## config.mk

```make
export PLATFORM = sky130hd
export DESIGN_NAME = gtoc_controller
export DESIGN_NICKNAME = d
export VERILOG_FILES = /design/src/rtl/gtoc_pkg.sv /design/src/rtl/gtoc_controller.sv
export SDC_FILE = /design/constraint.sdc
export NUM_CORES = 1
export LEC_CHECK = 0
export ABC_AREA = 1
export BUFFER_PORTS_ARGS = -buffer_cell sky130_fd_sc_hd__buf_2
export CORE_MARGIN = 3
export CORE_UTILIZATION = 30
export DETAILED_ROUTE_END_ITERATION = 6
export PLACE_DENSITY_LB_ADDON = 0.3
export SYNTH_ARGS = -nofsm -noshare
export SYNTH_HDL_FRONTEND = slang
export SYNTH_SLANG_ARGS = --single-unit
```

## constraint.sdc

```tcl
create_clock -name i_clk -period 3.2 [get_ports i_clk]
set_clock_uncertainty 0.15 [all_clocks]
set_input_delay 0.64 -clock i_clk [delete_from_list [all_inputs] [get_ports i_clk]]
set_output_delay 0.64 -clock i_clk [all_outputs]
set_load 0.005 [all_outputs]
```

## src/rtl/gtoc_pkg.sv

```systemverilog
// Shared types and constants of the gyro temperature offset compensator.
// No dependencies.
package gtoc_pkg;
    localparam int NUM_BINS = 8;
    localparam int BIN_W    = $clog2(NUM_BINS);
    localparam int CFG_IDX_W = 3;

    localparam logic [1:0] CMD_LOAD   = 2'd0;
    localparam logic [1:0] CMD_UPDATE = 2'd1;
    localparam logic [1:0] CMD_COMP   = 2'd2;

    localparam logic [CFG_IDX_W-1:0] REG_DEF_X    = 3'd0;
    localparam logic [CFG_IDX_W-1:0] REG_DEF_Y    = 3'd1;
    localparam logic [CFG_IDX_W-1:0] REG_DEF_Z    = 3'd2;
    localparam logic [CFG_IDX_W-1:0] REG_DEF_TEMP = 3'd3;
    localparam logic [CFG_IDX_W-1:0] REG_BASE     = 3'd4;
    localparam logic [CFG_IDX_W-1:0] REG_WIDTH    = 3'd5;
    localparam logic [CFG_IDX_W-1:0] REG_THR      = 3'd6;

    typedef struct packed {
        logic [1:0]         cmd;
        logic [2:0]         bin_index;
        logic               load_valid;
        logic signed [31:0] offset_x;
        logic signed [31:0] offset_y;
        logic signed [31:0] offset_z;
        logic signed [15:0] offset_temp;
        logic               store_enable;
        logic signed [31:0] gyro_x;
        logic signed [31:0] gyro_y;
        logic signed [31:0] gyro_z;
        logic signed [15:0] current_temp;
    } t_in_item;

    typedef struct packed {
        logic signed [31:0] corrected_x;
        logic signed [31:0] corrected_y;
        logic signed [31:0] corrected_z;
        logic [7:0]         commit_mask;
    } t_out_item;

    // controller to datapath
    typedef struct packed {
        logic capture;    // latch input item
        logic do_load;    // cmd 0 write
        logic upd_step;   // one bin of cmd 1
        logic fit_check;  // decide on refit
        logic scan_step;  // one bin of closest search
        logic fit_setup;  // prepare axis division
        logic div_start;
        logic fit_store;  // store slope/intercept of axis after divide
        logic mul_step;   // one multiply stage of intercept fix or final offsets
    } t_ctl;

    // datapath to controller
    typedef struct packed {
        logic need_fit;
        logic div_done;
    } t_sts;

    function automatic logic signed [31:0] sat32(input logic signed [49:0] v);
        if (v > 50'sd2147483647) return 32'sh7fffffff;
        if (v < -50'sd2147483648) return 32'sh80000000;
        return v[31:0];
    endfunction
endpackage

```

## src/rtl/gtoc_controller.sv

```systemverilog
// Sequencer of the compensator: walks bins, drives divisions and multiplies.
// Depends on gtoc_pkg.
module gtoc_controller import gtoc_pkg::*; (
    input  logic             i_clk,
    input  logic             i_rst_n,
    input  logic             i_in_valid,
    input  logic [1:0]       i_cmd,
    output logic             o_in_ready,
    input  logic             i_out_ready,
    output logic             o_out_valid,
    input  t_sts             i_sts,
    output t_ctl             o_ctl,
    output logic [BIN_W-1:0] o_bin,
    output logic [1:0]       o_axis,
    output logic [1:0]       o_mstage
);
    typedef enum logic [3:0] {
        S_IDLE, S_DISPATCH, S_LOAD, S_UPD, S_CHECK, S_SCAN, S_SETUP, S_DIV,
        S_STORE, S_ICPT, S_OFFS, S_DONE
    } t_state;

    t_state           r_state;
    logic [1:0]       r_cmd;
    logic [BIN_W-1:0] r_bin;
    logic [1:0]       r_axis;
    logic [1:0]       r_mst;
    logic             r_busy_div;

    assign o_in_ready = (r_state == S_IDLE) && !o_out_valid;
    assign o_bin = r_bin;
    assign o_axis = r_axis;
    assign o_mstage = r_mst;

    always_comb begin
        o_ctl = '0;
        o_ctl.capture   = i_in_valid && o_in_ready;
        o_ctl.do_load   = (r_state == S_LOAD);
        o_ctl.upd_step  = (r_state == S_UPD);
        o_ctl.fit_check = (r_state == S_CHECK);
        o_ctl.scan_step = (r_state == S_SCAN);
        o_ctl.fit_setup = (r_state == S_SETUP);
        o_ctl.div_start = (r_state == S_DIV) && !r_busy_div;
        o_ctl.fit_store = (r_state == S_STORE);
        o_ctl.mul_step  = (r_state == S_ICPT) || (r_state == S_OFFS);
    end

    always_ff @(posedge i_clk) begin
        if (!i_rst_n) begin
            r_state <= S_IDLE;
            o_out_valid <= 1'b0;
            r_bin <= '0; r_axis <= '0; r_mst <= '0; r_cmd <= '0;
            r_busy_div <= 1'b0;
        end else begin
            if (o_out_valid && i_out_ready) o_out_valid <= 1'b0;
            unique case (r_state)
                S_IDLE: if (o_ctl.capture) begin
                    r_cmd <= i_cmd; r_state <= S_DISPATCH; r_bin <= '0;
                end
                S_DISPATCH: begin
                    case (r_cmd)
                        CMD_LOAD:   r_state <= S_LOAD;
                        CMD_UPDATE: r_state <= S_UPD;
                        CMD_COMP:   r_state <= S_CHECK;
                        default:    r_state <= S_DONE;
                    endcase
                end
                S_LOAD: r_state <= S_DONE;
                S_UPD: begin
                    r_bin <= r_bin + 1'b1;
                    if (r_bin == BIN_W'(NUM_BINS - 1)) r_state <= S_DONE;
                end
                S_CHECK: begin
                    r_bin <= '0; r_axis <= '0;
                    r_mst <= i_sts.need_fit ? 2'd0 : 2'd1;
                    r_state <= i_sts.need_fit ? S_SCAN : S_OFFS;
                end
                S_SCAN: begin
                    r_bin <= r_bin + 1'b1;
                    if (r_bin == BIN_W'(NUM_BINS - 1)) r_state <= S_SETUP;
                end
                S_SETUP: r_state <= S_DIV;
                S_DIV: begin
                    r_busy_div <= !i_sts.div_done;
                    if (i_sts.div_done) r_state <= S_STORE;
                end
                S_STORE: begin r_mst <= '0; r_state <= S_ICPT; end
                S_ICPT: begin
                    // stage 0 multiply, stage 3 writes intercept
                    if (r_mst == 2'd0) r_mst <= 2'd3;
                    else if (r_axis == 2'd2) begin
                        r_axis <= '0; r_mst <= 2'd1; r_state <= S_OFFS;
                    end else begin
                        r_mst <= '0; r_axis <= r_axis + 2'd1; r_state <= S_SETUP;
                    end
                end
                S_OFFS: begin
                    if (r_mst == 2'd1) r_mst <= 2'd2;
                    else begin
                        r_mst <= 2'd1;
                        if (r_axis == 2'd2) r_state <= S_DONE;
                        else r_axis <= r_axis + 2'd1;
                    end
                end
                S_DONE: begin
                    o_out_valid <= 1'b1;
                    r_state <= S_IDLE;
                end
                default: r_state <= S_IDLE;
            endcase
        end
    end
endmodule

```

==> reports/qor.yml <==
finish:
  areaGrowthSynthToFinish_pct: 19.4
  layout-drive-gt1-share_pct: 29.8
  antennaDiodeCount: 0
  nets: 219
  fin_util_pct: 38.8
  nFillCells: 409
floorplanning:
  die_x_um: 67.3
  die_h_um: 67.3
  floorplan.rows: 21
  ios: 26
  die_area_mm2: 0.00453
  initial_core_util_pct: 32.5
  core_mm2: 0.00347
placed_design:
  hpwl_mm: 2.15
  routabilityCongestion: 0.957
  pre_cts_ws_ns: 1.15
  port_buffers: 25
cts:
  clock_tree.buffer_depth: 2
  cts_tree: "done"
  post_cts_resized: 0
  cts_sinks: 15
  cts_hold_buf: 0
  cts_setup_buffers: 0
  cts_root_buf: "clkbuf_8"
  clk_pin_slew_ns: 0.06
  clk_latency_ns: 0.25
  htree_levels: 1
  cts_buffers: 3
synthesis:
  syn-cell-area_mm2: 0.00113
  syn_inst: 178
  yosysWarnings: 0
  synth_seq_cells: 15
  yosysSeqAreaShare_pct: 26.6
  synth_cell_types: 23
  syn_nets: 191
  synth_area_per_cell_um2: 6.33
min_path:
  min_path_type: "reg2reg"
timing:
  fmax_mhz: 433
  finalHoldWorstSlack_ns: 0.325
  post-route-period-util_pct: 72.2
  final.setup.tns_ns: 0
  hold_viol: 0
  fin_crit_ns: 2.31
  slew_headroom_pct: 69.2
  rsz0062_at_grt: "no"
  worst_slack_ns: 0.888
  setup_viol: 0
  finalMaxSlewViolations: 0
  worst_pin_slew_ns: 0.461
worst_setup_path:
  path_buf_inv: 2
  cp.arrival_ns: 1.52
  cpPeakStageDelay_ns: 0.39
  slowest_stage: "nor2_2"
  crit_chain: "nor2_2, nand2_2, nor2_2, nand2_2, inv_2, buf_2"
  cp-end-kind: "output pin"
  path_delay_family: "simple AND/OR/NAND/NOR gates"
  worstPathMaxFanout: 8
  cp-start-kind: "flop"
  required_ns: 2.41
  path_class: "reg2out"
global_route:
  grt_pass1_vias: 994
  grt.overflow.total: 0
  antenna_found_initial: 0
  grt_max_degree: 12
  gr-usage-all-layers_pct: 13.2
  grt_first_pass_wirelength_mm: 4.52
routing:
  num_vias: 1118
  first_pass_iters: 4
  drcViolationCount: 0
  drt_first_iter_violations: 53
  avgViaCountPerCell: 4.45
  drt-total-wl_mm: 2.63
  wl_per_cell_um: 10.5
  ant_nets: 0
pwr:
  ir_drop_mv: 0.266
  p_leak_nw: 0.710
  power.density_mw_per_mm2: 687
status:
  status: "finished clean"
job:
  maxCapViolCount: 0
==> power breakdown <==
| group | switching [W] | internal (W) | total [W] | leakage [nW] |
|---|---|---|---|---|
| registers | 0.0000486 | 0.000226 | 0.000274 | 0.122 |
| logic | 0.000316 | 0.000180 | 0.000495 | 0.565 |
| clock network | 0.0000671 | 0.0000883 | 0.000155 | 0.0228 |
| total | 0.000431 | 0.000494 | 0.000925 | 0.710 |
==> final cells by class <==
type	count	area [um^2]	share of cell area [%]
clock buffers	4	45.0	3.35
inverters	30	113	8.36
flip-flops and latches	15	300	22.3
multi-input cells	131	706	52.4
well taps	46	57.6	4.28
repair buffers	25	125	9.29
==> worst reg2reg max path: stages, from the launching register on <==
cell and delay, ns:
dfxtp_1 0.35, inv_1 0.09, ha_1 0.20, inv_1 0.08, o21ai_1 0.16, inv_1 0.05
nor2_1 0.22, nand2_4 0.09, nand2_1 0.08, a21oi_2 0.05
==> cell usage after synthesis, drive strengths merged <==
cell type   n  area (um^2)
a21oi      15         90.1
a22oi       1         7.51
buf         1         5.00
clkbuf      1         3.75
dfxtp      15          300
ha          5         62.6
inv        30          113
nand2      60          283
nand3       5         25.0
nand3b      1         7.51
nor2       32          161
nor3        1         10.0
o211ai      1         7.51
o21ai       9         45.0
o22ai       1         6.26
==> kinds of logic (layout without fill, tap and decap cells) <==
family / Yosys count / count (layout) / synth area share [%]
buffers and inverters: 32 / 59 / 10.8
and+or+nand+nor: 99 / 99 / 43.2
AOI/OAI and AO/OA: 27 / 27 / 13.9
DFF: 15 / 15 / 26.6
adders and majority gates: 5 / 5 / 5.55
==> path summary, 6_finish.rpt <==
| kind | from | to | slack, ns | cells past startpoint |
|---|---|---|---|---|
| worst max-delay path | r_state[3]$_SDFFE_PN0P_ | o_ctl[8] | 0.89 | 6 |
| worst min-delay path | r_busy_div$_SDFFE_PN0N_ | r_busy_div$_SDFFE_PN0N_ | 0.33 | 2 |
| worst max register to register | o_axis[0]$_SDFFE_PN0P_ | r_state[0]$_SDFFE_PN0P_ | 1.54 | 9 |
| worst min register to register | r_busy_div$_SDFFE_PN0N_ | r_busy_div$_SDFFE_PN0N_ | 0.33 | 2 |
==> metal layers <==
layer | vias to the layer above | GRT usage, % | part of all wire (%) | wire length, um
li1 | 603 | - | - | -
met1 | 484 | 17.3 | 49 | 1300
met2 | 26 | 20.7 | 43 | 1140
met3 | 5 | 2.66 | 5.1 | 134
met4 | 0 | 6.08 | 2.1 | 55
met5 | - | 0 | 0 | 0
==> stage by stage <==
step / cells / total power, W / instance area (um^2)
2_1_floorplan: 178 / 0.000656 / 1130
3_3_place_gp: 247 / 0.000780 / 1300
3_5_place_dp: 247 / 0.000777 / 1300
4_1_cts: 251 / 0.000939 / 1350
5_1_grt: 251 / 0.00102 / 1350
6_report: 251 / 0.000925 / 1350
==> layout by cell type (no fill, tap or decap), types with 3 or more instances in the layout <==
cell and instances:
dfxtp_1 15, nand2_2 5, ha_1 5, clkbuf_8 3, inv_1 22, nor2_1 23
a21oi_1 11, nor2_2 7, o21ai_0 7, nand2_4 6, buf_2 25, a21oi_2 4
inv_2 8, nand2_1 49, nand3_1 5
==> registers in the layout (all words and copies together), names as in the netlist <==
| register | flops |
|---|---|
| r_state | 4 |
| o_bin | 3 |
| o_axis | 2 |
| o_mstage | 2 |
| r_cmd | 2 |
| o_out_valid | 1 |
| r_busy_div | 1 |
No activity file was read; power rests on OpenSTA's default activity.
